--- src/rtl/dcm_pkg.sv ---
// ----------------------------------------------------------------------------
// dcm_pkg
// shared widths, constants, codes and control structs of the congestion
// marker
// ----------------------------------------------------------------------------
`default_nettype none

package dcm_pkg;

   // field widths
   localparam int unsigned CNT_W      = 16;
   localparam int unsigned CE_W       = 8;
   localparam int unsigned MAXC_W     = 16;
   localparam int unsigned STAGE_W    = 8;
   localparam int unsigned CSR_IDX_W  = 8;
   localparam int unsigned CSR_DATA_W = 16;

   // datapath widths
   localparam int unsigned MUL_W      = 16;
   localparam int unsigned PROD_W     = 2 * MUL_W;
   localparam int unsigned DIVD_W     = CNT_W + STAGE_W;
   localparam int unsigned DIVSR_W    = MAXC_W + 1;
   localparam int unsigned STEP_W     = 4;

   // counter ceiling and divide-by-ten reciprocal
   localparam logic [CNT_W-1:0] CNT_CEILING = 16'd62000;
   localparam logic [MUL_W-1:0] DECAY_RECIP = 16'd52429;
   localparam int unsigned      DECAY_SHIFT = 19;

   // level saturation value
   localparam logic [CE_W-1:0]  LEVEL_MAX   = 8'hFF;

   // command codes
   typedef enum logic [0:0] {
      CMD_PKT  = 1'b0,
      CMD_TICK = 1'b1
   } cmd_type;

   // register indexes
   localparam logic [CSR_IDX_W-1:0] CSR_MAX_CONGESTION = 8'd0;
   localparam logic [CSR_IDX_W-1:0] CSR_STAGE_COUNT    = 8'd1;

   // divider control and status
   typedef struct packed {
      logic start;
   } div_ctrl_type;

   typedef struct packed {
      logic busy;
      logic done;
   } div_stat_type;

endpackage

`default_nettype wire

--- src/rtl/dcm_if.sv ---
// ----------------------------------------------------------------------------
// dcm_if
// valid/ready channels of the congestion marker: request, response and
// register write
// ----------------------------------------------------------------------------
`default_nettype none

interface dcm_req_if;
   logic                     valid;
   logic                     ready;
   logic [0:0]               cmd;
   logic [dcm_pkg::CNT_W-1:0] pkt_bytes;
   logic [dcm_pkg::CE_W-1:0]  pkt_ce_in;
   logic                     no_mark;

   modport source (output valid, cmd, pkt_bytes, pkt_ce_in, no_mark, input ready);
   modport sink   (input valid, cmd, pkt_bytes, pkt_ce_in, no_mark, output ready);
endinterface

interface dcm_rsp_if;
   logic                      valid;
   logic                      ready;
   logic [dcm_pkg::CE_W-1:0]  pkt_ce_out;
   logic [dcm_pkg::CE_W-1:0]  level;
   logic [dcm_pkg::CNT_W-1:0] byte_count;

   modport source (output valid, pkt_ce_out, level, byte_count, input ready);
   modport sink   (input valid, pkt_ce_out, level, byte_count, output ready);
endinterface

interface dcm_csr_if;
   logic                           valid;
   logic                           ready;
   logic [dcm_pkg::CSR_IDX_W-1:0]  index;
   logic [dcm_pkg::CSR_DATA_W-1:0] data;

   modport source (output valid, index, data, input ready);
   modport sink   (input valid, index, data, output ready);
endinterface

`default_nettype wire

--- src/rtl/dcm_congestion_marker_core.sv ---
// ----------------------------------------------------------------------------
// dre_congestion_marker_core
// link congestion estimator: saturating byte counter, quantized congestion
// level and packet marking, with decay ticks
// ----------------------------------------------------------------------------
`default_nettype none

// One word is taken at a time and req ready is low until it is finished.
// For a packet word the counter is updated on acceptance, S_MUL uses the
// shared 16 x 16 multiplier to form count * stage_count, S_DIV_GO starts the
// restoring divider, which produces one quotient bit per cycle, S_DIV_WAIT
// sees it finish and S_RESP loads the response register; that load frees the
// sequencer unless the previous response is still waiting, in which case the
// block holds. A decay tick gives no response: the same multiplier forms
// count * 52429 and the counter takes bits 31:19, which is count / 10 rounded
// down. Register writes are always accepted and take effect at once, so they
// belong between words, with nothing in flight.
module dre_congestion_marker_core (
   input  wire logic  clock,
   input  wire logic  reset,
   dcm_req_if.sink    req_ch,
   dcm_rsp_if.source  rsp_ch,
   dcm_csr_if.sink    csr_ch
);
   import dcm_pkg::*;

   typedef enum logic [5:0] {
      S_IDLE     = 6'b000001,
      S_MUL      = 6'b000010,
      S_DECAY    = 6'b000100,
      S_DIV_GO   = 6'b001000,
      S_DIV_WAIT = 6'b010000,
      S_RESP     = 6'b100000
   } state_type;

   state_type          state_ff;
   state_type          state_in;

   logic [MAXC_W-1:0]  max_cong_ff;
   logic [STAGE_W-1:0] stage_ff;
   logic [CNT_W-1:0]   count_ff;
   logic [CNT_W-1:0]   count_in;
   logic               tick_ff;
   logic               no_mark_ff;
   logic [CE_W-1:0]    ce_in_ff;

   logic               rsp_valid_ff;
   logic               rsp_valid_in;
   logic [CE_W-1:0]    rsp_ce_ff;
   logic [CE_W-1:0]    rsp_level_ff;
   logic [CNT_W-1:0]   rsp_count_ff;

   logic               req_take;
   logic               rsp_load;
   logic [CNT_W:0]     sum;
   logic [MUL_W-1:0]   mul_b;
   logic [PROD_W-1:0]  prod;
   logic [DIVSR_W-1:0] divisor;
   logic [CE_W-1:0]    level;
   logic [CE_W-1:0]    ce_out;
   div_ctrl_type       div_ctrl;
   div_stat_type       div_stat;

   assign req_ch.ready = (state_ff == S_IDLE);
   assign req_take     = req_ch.valid && req_ch.ready;
   assign csr_ch.ready = 1'b1;

   // register writes, unknown indexes dropped
   always_ff @(posedge clock) begin
      if (reset) begin
         max_cong_ff <= '0;
         stage_ff    <= '0;
      end else if (csr_ch.valid) begin
         case (csr_ch.index)
            CSR_MAX_CONGESTION: max_cong_ff <= csr_ch.data[MAXC_W-1:0];
            CSR_STAGE_COUNT:    stage_ff    <= csr_ch.data[STAGE_W-1:0];
            default:            ;
         endcase
      end
   end

   // saturating add of the packet size
   assign sum = {1'b0, count_ff} + {1'b0, req_ch.pkt_bytes};

   // shared multiplier: level product or divide-by-ten reciprocal
   assign mul_b = tick_ff ? DECAY_RECIP : MUL_W'(stage_ff);

   dcm_mul u_mul (
      .clock  (clock),
      .enable (state_ff == S_MUL),
      .op_a   (count_ff),
      .op_b   (mul_b),
      .prod   (prod)
   );

   assign divisor       = {1'b0, max_cong_ff} + DIVSR_W'(1);
   assign div_ctrl.start = (state_ff == S_DIV_GO);

   dcm_div u_div (
      .clock    (clock),
      .reset    (reset),
      .ctrl     (div_ctrl),
      .dividend (prod[DIVD_W-1:0]),
      .divisor  (divisor),
      .stat     (div_stat),
      .quotient (level)
   );

   // marking: larger of level and incoming value unless exempt
   assign ce_out   = (!no_mark_ff && (level > ce_in_ff)) ? level : ce_in_ff;
   assign rsp_load = (state_ff == S_RESP) && (!rsp_valid_ff || rsp_ch.ready);

   // sequencer and counter
   always_comb begin
      state_in = state_ff;
      count_in = count_ff;
      case (state_ff)
         S_IDLE: begin
            if (req_take) begin
               state_in = S_MUL;
               if (req_ch.cmd == CMD_PKT) begin
                  count_in = (sum > {1'b0, CNT_CEILING}) ? CNT_CEILING : sum[CNT_W-1:0];
               end
            end
         end
         S_MUL: begin
            state_in = tick_ff ? S_DECAY : S_DIV_GO;
         end
         S_DECAY: begin
            count_in = CNT_W'(prod[PROD_W-1:DECAY_SHIFT]);
            state_in = S_IDLE;
         end
         S_DIV_GO: begin
            state_in = S_DIV_WAIT;
         end
         S_DIV_WAIT: begin
            if (div_stat.done) begin
               state_in = S_RESP;
            end
         end
         S_RESP: begin
            if (rsp_load) begin
               state_in = S_IDLE;
            end
         end
         default: begin
            state_in = S_IDLE;
         end
      endcase
   end

   // response word valid
   always_comb begin
      rsp_valid_in = rsp_valid_ff;
      if (rsp_load) begin
         rsp_valid_in = 1'b1;
      end else if (rsp_ch.ready) begin
         rsp_valid_in = 1'b0;
      end
   end

   always_ff @(posedge clock) begin
      if (reset) begin
         state_ff     <= S_IDLE;
         count_ff     <= '0;
         rsp_valid_ff <= 1'b0;
      end else begin
         state_ff     <= state_in;
         count_ff     <= count_in;
         rsp_valid_ff <= rsp_valid_in;
      end
   end

   // captured request fields and response word
   always_ff @(posedge clock) begin
      if (req_take) begin
         tick_ff    <= (req_ch.cmd == CMD_TICK);
         no_mark_ff <= req_ch.no_mark;
         ce_in_ff   <= req_ch.pkt_ce_in;
      end
      if (rsp_load) begin
         rsp_ce_ff    <= ce_out;
         rsp_level_ff <= level;
         rsp_count_ff <= count_ff;
      end
   end

   assign rsp_ch.valid      = rsp_valid_ff;
   assign rsp_ch.pkt_ce_out = rsp_ce_ff;
   assign rsp_ch.level      = rsp_level_ff;
   assign rsp_ch.byte_count = rsp_count_ff;

`ifndef SYNTHESIS
   // counter never exceeds its ceiling
   a_count_ceiling: assert property (@(posedge clock) disable iff (reset)
      count_ff <= CNT_CEILING)
      else $error("byte counter above ceiling");

   // a decay tick never raises the counter
   a_tick_decays: assert property (@(posedge clock) disable iff (reset)
      (req_take && req_ch.cmd == CMD_TICK) |-> ##3 (count_ff <= $past(count_ff, 3)))
      else $error("decay tick raised the counter");

   // divider only finishes while the sequencer waits for it, and is then idle
   a_div_done_wait: assert property (@(posedge clock) disable iff (reset)
      div_stat.done |-> ((state_ff == S_DIV_WAIT) && !div_stat.busy))
      else $error("divider finished outside its wait state");

   // an exempt packet keeps its incoming value
   a_exempt_pass: assert property (@(posedge clock) disable iff (reset)
      (rsp_load && no_mark_ff) |=> (rsp_ch.pkt_ce_out == $past(ce_in_ff)))
      else $error("exempt packet was marked");
`endif

endmodule

`default_nettype wire

--- src/rtl/dcm_mul.sv ---
// ----------------------------------------------------------------------------
// dcm_mul
// shared registered 16 x 16 multiplier, used for the level product and for
// the reciprocal divide-by-ten of the decay
// ----------------------------------------------------------------------------
`default_nettype none

module dcm_mul (
   input  wire logic                       clock,
   input  wire logic                       enable,
   input  wire logic [dcm_pkg::MUL_W-1:0]  op_a,
   input  wire logic [dcm_pkg::MUL_W-1:0]  op_b,
   output logic      [dcm_pkg::PROD_W-1:0] prod
);
   import dcm_pkg::*;

   logic [PROD_W-1:0] prod_ff;
   logic [PROD_W-1:0] prod_in;

   // product held until the next use
   always_comb begin
      prod_in = prod_ff;
      if (enable) begin
         prod_in = PROD_W'(op_a) * PROD_W'(op_b);
      end
   end

   always_ff @(posedge clock) begin
      prod_ff <= prod_in;
   end

   assign prod = prod_ff;

endmodule

`default_nettype wire

--- src/rtl/dcm_div.sv ---
// ----------------------------------------------------------------------------
// dcm_div
// restoring divider, one quotient bit a cycle, eight-bit quotient that
// saturates when the true quotient is 256 or more
// ----------------------------------------------------------------------------
`default_nettype none

module dcm_div (
   input  wire logic                         clock,
   input  wire logic                         reset,
   input  wire dcm_pkg::div_ctrl_type        ctrl,
   input  wire logic [dcm_pkg::DIVD_W-1:0]   dividend,
   input  wire logic [dcm_pkg::DIVSR_W-1:0]  divisor,
   output dcm_pkg::div_stat_type             stat,
   output logic      [dcm_pkg::CE_W-1:0]     quotient
);
   import dcm_pkg::*;

   localparam int unsigned REM_W = DIVD_W - CE_W;

   logic [DIVD_W-1:0]  work_ff;
   logic [DIVD_W-1:0]  work_in;
   logic [STEP_W-1:0]  step_ff;
   logic [STEP_W-1:0]  step_in;
   logic               busy_ff;
   logic               busy_in;
   logic               done_ff;
   logic               done_in;
   logic               sat_ff;
   logic               sat_in;

   logic [DIVSR_W-1:0] trial;
   logic [DIVSR_W-1:0] diff;
   logic               fits;
   logic [REM_W-1:0]   rem_next;

   // one subtract and compare step; remainder stays below the divisor
   always_comb begin
      trial    = {work_ff[DIVD_W-1:CE_W], work_ff[CE_W-1]};
      fits     = (trial >= divisor);
      diff     = trial - divisor;
      rem_next = fits ? diff[REM_W-1:0] : trial[REM_W-1:0];
   end

   // step sequencing
   always_comb begin
      work_in = work_ff;
      step_in = step_ff;
      busy_in = busy_ff;
      done_in = 1'b0;
      sat_in  = sat_ff;
      if (ctrl.start) begin
         work_in = dividend;
         step_in = '0;
         busy_in = 1'b1;
         // quotient of 256 or more when the upper part already reaches the divisor
         sat_in  = ({1'b0, dividend[DIVD_W-1:CE_W]} >= divisor);
      end else if (busy_ff) begin
         work_in = {rem_next, work_ff[CE_W-2:0], fits};
         step_in = step_ff + 1'b1;
         if (step_ff == STEP_W'(CE_W - 1)) begin
            busy_in = 1'b0;
            done_in = 1'b1;
         end
      end
   end

   always_ff @(posedge clock) begin
      if (reset) begin
         busy_ff <= 1'b0;
         done_ff <= 1'b0;
         step_ff <= '0;
      end else begin
         busy_ff <= busy_in;
         done_ff <= done_in;
         step_ff <= step_in;
      end
   end

   always_ff @(posedge clock) begin
      work_ff <= work_in;
      sat_ff  <= sat_in;
   end

   assign stat.busy = busy_ff;
   assign stat.done = done_ff;
   assign quotient  = sat_ff ? LEVEL_MAX : work_ff[CE_W-1:0];

endmodule

`default_nettype wire

--- src/flat_wrapper.sv ---
// flat-port wrapper written by rule: the top's interface ports become plain ports
module dre_congestion_marker_core_flat import dcm_pkg::*;
  (clock, reset, req_ch_valid, req_ch_cmd, req_ch_pkt_bytes, req_ch_pkt_ce_in, req_ch_no_mark, req_ch_ready, rsp_ch_valid, rsp_ch_pkt_ce_out, rsp_ch_level, rsp_ch_byte_count, rsp_ch_ready, csr_ch_valid, csr_ch_index, csr_ch_data, csr_ch_ready);
  dcm_req_if req_ch_i ();
  dcm_rsp_if rsp_ch_i ();
  dcm_csr_if csr_ch_i ();
  input  wire logic clock;
  input  wire logic reset;
  input wire logic [$bits(req_ch_i.valid)-1:0] req_ch_valid;
  input wire logic [$bits(req_ch_i.cmd)-1:0] req_ch_cmd;
  input wire logic [$bits(req_ch_i.pkt_bytes)-1:0] req_ch_pkt_bytes;
  input wire logic [$bits(req_ch_i.pkt_ce_in)-1:0] req_ch_pkt_ce_in;
  input wire logic [$bits(req_ch_i.no_mark)-1:0] req_ch_no_mark;
  output wire logic [$bits(req_ch_i.ready)-1:0] req_ch_ready;
  output wire logic [$bits(rsp_ch_i.valid)-1:0] rsp_ch_valid;
  output wire logic [$bits(rsp_ch_i.pkt_ce_out)-1:0] rsp_ch_pkt_ce_out;
  output wire logic [$bits(rsp_ch_i.level)-1:0] rsp_ch_level;
  output wire logic [$bits(rsp_ch_i.byte_count)-1:0] rsp_ch_byte_count;
  input wire logic [$bits(rsp_ch_i.ready)-1:0] rsp_ch_ready;
  input wire logic [$bits(csr_ch_i.valid)-1:0] csr_ch_valid;
  input wire logic [$bits(csr_ch_i.index)-1:0] csr_ch_index;
  input wire logic [$bits(csr_ch_i.data)-1:0] csr_ch_data;
  output wire logic [$bits(csr_ch_i.ready)-1:0] csr_ch_ready;
  assign req_ch_i.valid = req_ch_valid;
  assign req_ch_i.cmd = req_ch_cmd;
  assign req_ch_i.pkt_bytes = req_ch_pkt_bytes;
  assign req_ch_i.pkt_ce_in = req_ch_pkt_ce_in;
  assign req_ch_i.no_mark = req_ch_no_mark;
  assign req_ch_ready = req_ch_i.ready;
  assign rsp_ch_valid = rsp_ch_i.valid;
  assign rsp_ch_pkt_ce_out = rsp_ch_i.pkt_ce_out;
  assign rsp_ch_level = rsp_ch_i.level;
  assign rsp_ch_byte_count = rsp_ch_i.byte_count;
  assign rsp_ch_i.ready = rsp_ch_ready;
  assign csr_ch_i.valid = csr_ch_valid;
  assign csr_ch_i.index = csr_ch_index;
  assign csr_ch_i.data = csr_ch_data;
  assign csr_ch_ready = csr_ch_i.ready;
  dre_congestion_marker_core u_core (.clock(clock), .reset(reset), .req_ch(req_ch_i), .rsp_ch(rsp_ch_i), .csr_ch(csr_ch_i));
endmodule
--- config.mk ---
export PLATFORM = sky130hd
export DESIGN_NAME = dre_congestion_marker_core_flat
export DESIGN_NICKNAME = d
export VERILOG_FILES = /design/src/rtl/dcm_pkg.sv /design/src/rtl/dcm_if.sv /design/src/rtl/dcm_congestion_marker_core.sv /design/src/rtl/dcm_mul.sv /design/src/rtl/dcm_div.sv /design/src/flat_wrapper.sv
export SDC_FILE = /design/constraint.sdc
export NUM_CORES = 1
export LEC_CHECK = 0
export BUFFER_PORTS_ARGS = -buffer_cell sky130_fd_sc_hd__buf_2
export CAP_MARGIN = 10
export CORE_ASPECT_RATIO = 1.4
export CORE_UTILIZATION = 63
export DETAILED_ROUTE_END_ITERATION = 8
export PLACE_DENSITY = 0.78
export SLEW_MARGIN = 20
export SYNTH_ARGS = -nofsm -noshare
export SYNTH_HDL_FRONTEND = slang
export SYNTH_SLANG_ARGS = --single-unit
--- constraint.sdc ---
create_clock -name clock -period 9.2 [get_ports clock]
set_input_delay 0.92 -clock clock [delete_from_list [all_inputs] [get_ports clock]]
set_output_delay 0.92 -clock clock [all_outputs]
set_load 0.01 [all_outputs]
==> reports/results.ini <==
[cts]
cts_made_buffers = 17
holdBufCountCts = 0
cts_tree = built
clk_pin_slew_ns = 0.07
cts_root_buf = clkbuf_16
cts_setup_buffers = 0
clk_path_buf_depth = 2
cts_resized = 0
cts_sinks = 152
clk_latency_ns = 0.44
cts_max_level = 4

[routing]
drt_iter0_drc = 772
drc = 0
num_vias = 11300
ant_nets = 0
drtPass1Iterations = 5
wl_mm = 34.8
vias_per_cell = 5.87
wl_per_cell_um = 18.0

[logic_synthesis]
syn_inst = 1539
ys_seq_elements = 152
synth_common_cells = 233 x inv_1, 190 x ha_1, 131 x fa_1
yosys.cell_types.count = 74
syn_nets = 1915
ys_seq_area_share_pct = 27.0
ys_warn_count = 0
synthTopCellsByArea = edfxtp_1 20%, fa_1 18%, ha_1 16%, dfxtp_1 7.1%, inv_1 5.9%
netlist.area_leader.share_pct = 19.9
syn_area_per_cell_um2 = 9.69
ys_async_sr_fraction_pct = 0
yosysTopAreaCell = edfxtp_1
synth_flop_cell = edfxtp_1
yosysMostFrequentCell = inv_1
syn_area_mm2 = 0.0149
synth-edff-count = 99

[sta]
fmax_ghz = 0.131
hold-worst-slack_ns = 0.498
setup_viol = 0
drv_slew = 0
hold_viol_final = 0
tightest_slew_ns = 1.11
rsz0062_at_grt = false
slew_headroom_pct = 26.0
fin_crit_sh_pct = 82.9
fin_setup_tns_ns = 0
final.setup_skew_ns = 0.00992
post-route-worst-setup-slack_ns = 1.57
finalCriticalPeriod_ns = 7.63

[setup_path]
cp-start-kind = flip-flop
crit_top_cell = fa_1
crit-reg2reg-launch = u_core.tick_ff
r2r_cells = 21
worstPathArrival_ns = 7.82
end_kind = flip-flop
crit_type = flip-flop to flip-flop
cp_max_fo = 16
worstPathCellList = nor2b_1 -> nand2_1 -> fa_1 -> fa_1 -> inv_1 -> fa_1 -> fa_1 -> fa_1 -> inv_1 -> fa_1 -> inv_1 -> ha_1 -> a21oi_1 -> o211ai_1 -> a32o_1 -> a21oi_1 -> o311ai_1 -> or4_1 -> a31oi_1 -> o21ai_1 -> xor2_1
cp-startpoint = u_core.tick_ff
crit_end = u_core.u_mul.prod[30]
r2r_setup_slack_ns = 1.57
critPathMaxStageDelay_ns = 0.89
rr_endpoint = u_core.u_mul.prod[30]
slowest_stage = nor2b_1
required_ns = 9.39

[final_layout]
multiInputGateArea_mm2 = 0.00980
areaGrowthSynthToFinish_pct = 8.69
final-seq-area_mm2 = 0.00403
fillers = 1741
drive_gt1_share_pct = 10.2
nNetsFinal = 1988
n_antenna_cell = 0

[power_and_ir_drop]
p_leak_nw = 7.72
combPwrFrac_pct = 24.7
p_per_area_mw_per_mm2 = 123
p_clk_share_pct = 36.1
switchingPower_mw = 0.624
p_seq_share_pct = 39.2
internal_power_mw = 1.37
irDropWorstVdd_mv = 0.105
netSwitchingFraction_pct = 31.4
power.total_mw = 1.99

[grt]
grt_pass1_vias = 11800
grt_use_total_pct = 30.0
antenna_found_initial = 0
grt_start_max_net_pins = 46
gr-total-overflow = 0
grt_first_pass_wirelength_mm = 56.5

[placed_design]
post-place-ws_ns = 1.70
gp_congestion = 0.900
dp.final_hpwl_mm = 27.3
portBuffers = 88

[floorplan]
rows = 66
core_mm2 = 0.0232
die_x_um = 132
dieArea_mm2 = 0.0243
start_util_pct = 64.3
die_h_um = 184
io_pins = 90

[outcome]
status = completed

[min_path]
min_path_type = flip-flop to flip-flop

[run]
maxCapViolCount = 0

## per-stage QoR
step | instance area (um2) | std cells | util, %
floorplan | 14900 | 1539 | -
global placement | 15600 | 1899 | 67.3
detailed placement | 15600 | 1899 | 67.3
CTS | 16200 | 1931 | 69.8
global route | 16200 | 1931 | 69.9
finish | 16200 | 1931 | 69.9
## critical path, delay by kind of cell, from the launching register on
kind                       cells  cell delay [ns]
AOI/OAI and AO/OA              7             1.59
xor gates and xnor gates       1             0.14
adders and majority gates      7             3.40
buffers and inverters          3             0.15
DFF                            1             0.50
and+or+nand+nor                3             1.58
## worst min-delay path by stage
| stage | startpoint | to | slack, ns | cells after the start |
|---|---|---|---|---|
| 5_1_grt | u_core.u_mul.prod[31] | u_core.count_ff[12] | 0.52 | 2 |
| 2_1_floorplan | u_core.count_ff[14] | u_core.rsp_ch.byte_count[14] | 0.43 | 0 |
| 4_1_cts | u_core.u_mul.prod[31] | u_core.count_ff[12] | 0.50 | 2 |
| 3_3_place_gp | u_core.u_mul.prod[31] | u_core.count_ff[12] | 0.46 | 2 |
| 3_5_place_dp | u_core.u_mul.prod[31] | u_core.count_ff[12] | 0.48 | 2 |
| 6_report | u_core.u_mul.prod[31] | u_core.count_ff[12] | 0.50 | 2 |
## power by group through the flow
| stage | Sequential [mW] | Combinational [mW] | Clock [mW] |
|---|---|---|---|
| 2_1_floorplan | 0.770 | 0.381 | 0 |
| 3_3_place_gp | 0.793 | 0.469 | 0 |
| 3_5_place_dp | 0.793 | 0.487 | 0 |
| 4_1_cts | 0.779 | 0.493 | 0.721 |
| 5_1_grt | 0.781 | 0.560 | 0.747 |
| 6_report | 0.780 | 0.490 | 0.718 |
## cells by family (layout without fill, tap and decap cells)
| group | after synthesis | in the layout | synth area share [%] |
|---|---|---|---|
| AO/OA/AOI/OAI | 221 | 221 | 9.90 |
| buffers and inverters | 278 | 364 | 7.31 |
| other | 1 | 1 | 0.0251 |
| AND/OR/NAND/NOR | 459 | 459 | 15.6 |
| flip-flops | 152 | 152 | 27.0 |
| multiplexers | 38 | 38 | 2.56 |
| adder cells (fa/ha/maj) | 321 | 321 | 33.5 |
| XOR/XNOR | 69 | 69 | 4.05 |
## cell type report
type	instances	share of cell area [%]
inverter	233	5.40
multi-input combinational	1109	60.5
tap	306	2.36
timing repair buffer	99	3.23
clock buffer	20	2.82
clock inverter	12	0.857
sequential	152	24.9
## sequential cells by signal, summed over array words and instances, names as in the netlist
signal / flops
u_core.u_mul.prod: 32
u_core.u_div.work_ff: 24
u_core.count_ff: 16
u_core.max_cong_ff: 16
u_core.rsp_ch.byte_count: 16
u_core.ce_in_ff: 8
u_core.rsp_ch.level: 8
u_core.rsp_ch.pkt_ce_out: 8
u_core.stage_ff: 8
u_core.state_ff: 6
u_core.u_div.step_ff: 4
u_core.no_mark_ff: 1
u_core.rsp_ch.valid: 1
u_core.tick_ff: 1
u_core.u_div.busy_ff: 1
u_core.u_div.done_ff: 1
u_core.u_div.sat_ff: 1
## cell usage in the layout (no fill, tap or decap), drive strengths merged, types with 6 or more instances in the layout
| cell type | n |
|---|---|
| nand3b | 6 |
| xor2 | 35 |
| nor2b | 29 |
| mux2i | 37 |
| nand4 | 12 |
| nand2b | 6 |
| and2 | 85 |
| ha | 190 |
| buf | 99 |
| nor3 | 24 |
| a21o | 22 |
| nand3 | 27 |
| o21a | 11 |
| fa | 131 |
| dfxtp | 53 |
| xnor2 | 34 |
| o21ai | 45 |
| edfxtp | 99 |
| a211oi | 9 |
| o21bai | 7 |
| clkbuf | 20 |
| a21oi | 70 |
| a31oi | 13 |
| nand2 | 123 |
| nor2 | 92 |
| or2 | 19 |
| and3 | 15 |
| inv | 238 |
## per-layer routing
metal	track usage, %	routed length (um)
met2	55.3	18400
met1	32.1	12700
met5	0	0
met4	18.9	1880
met3	4.25	1780
Note: power is estimated with default switching activity, not from simulation.
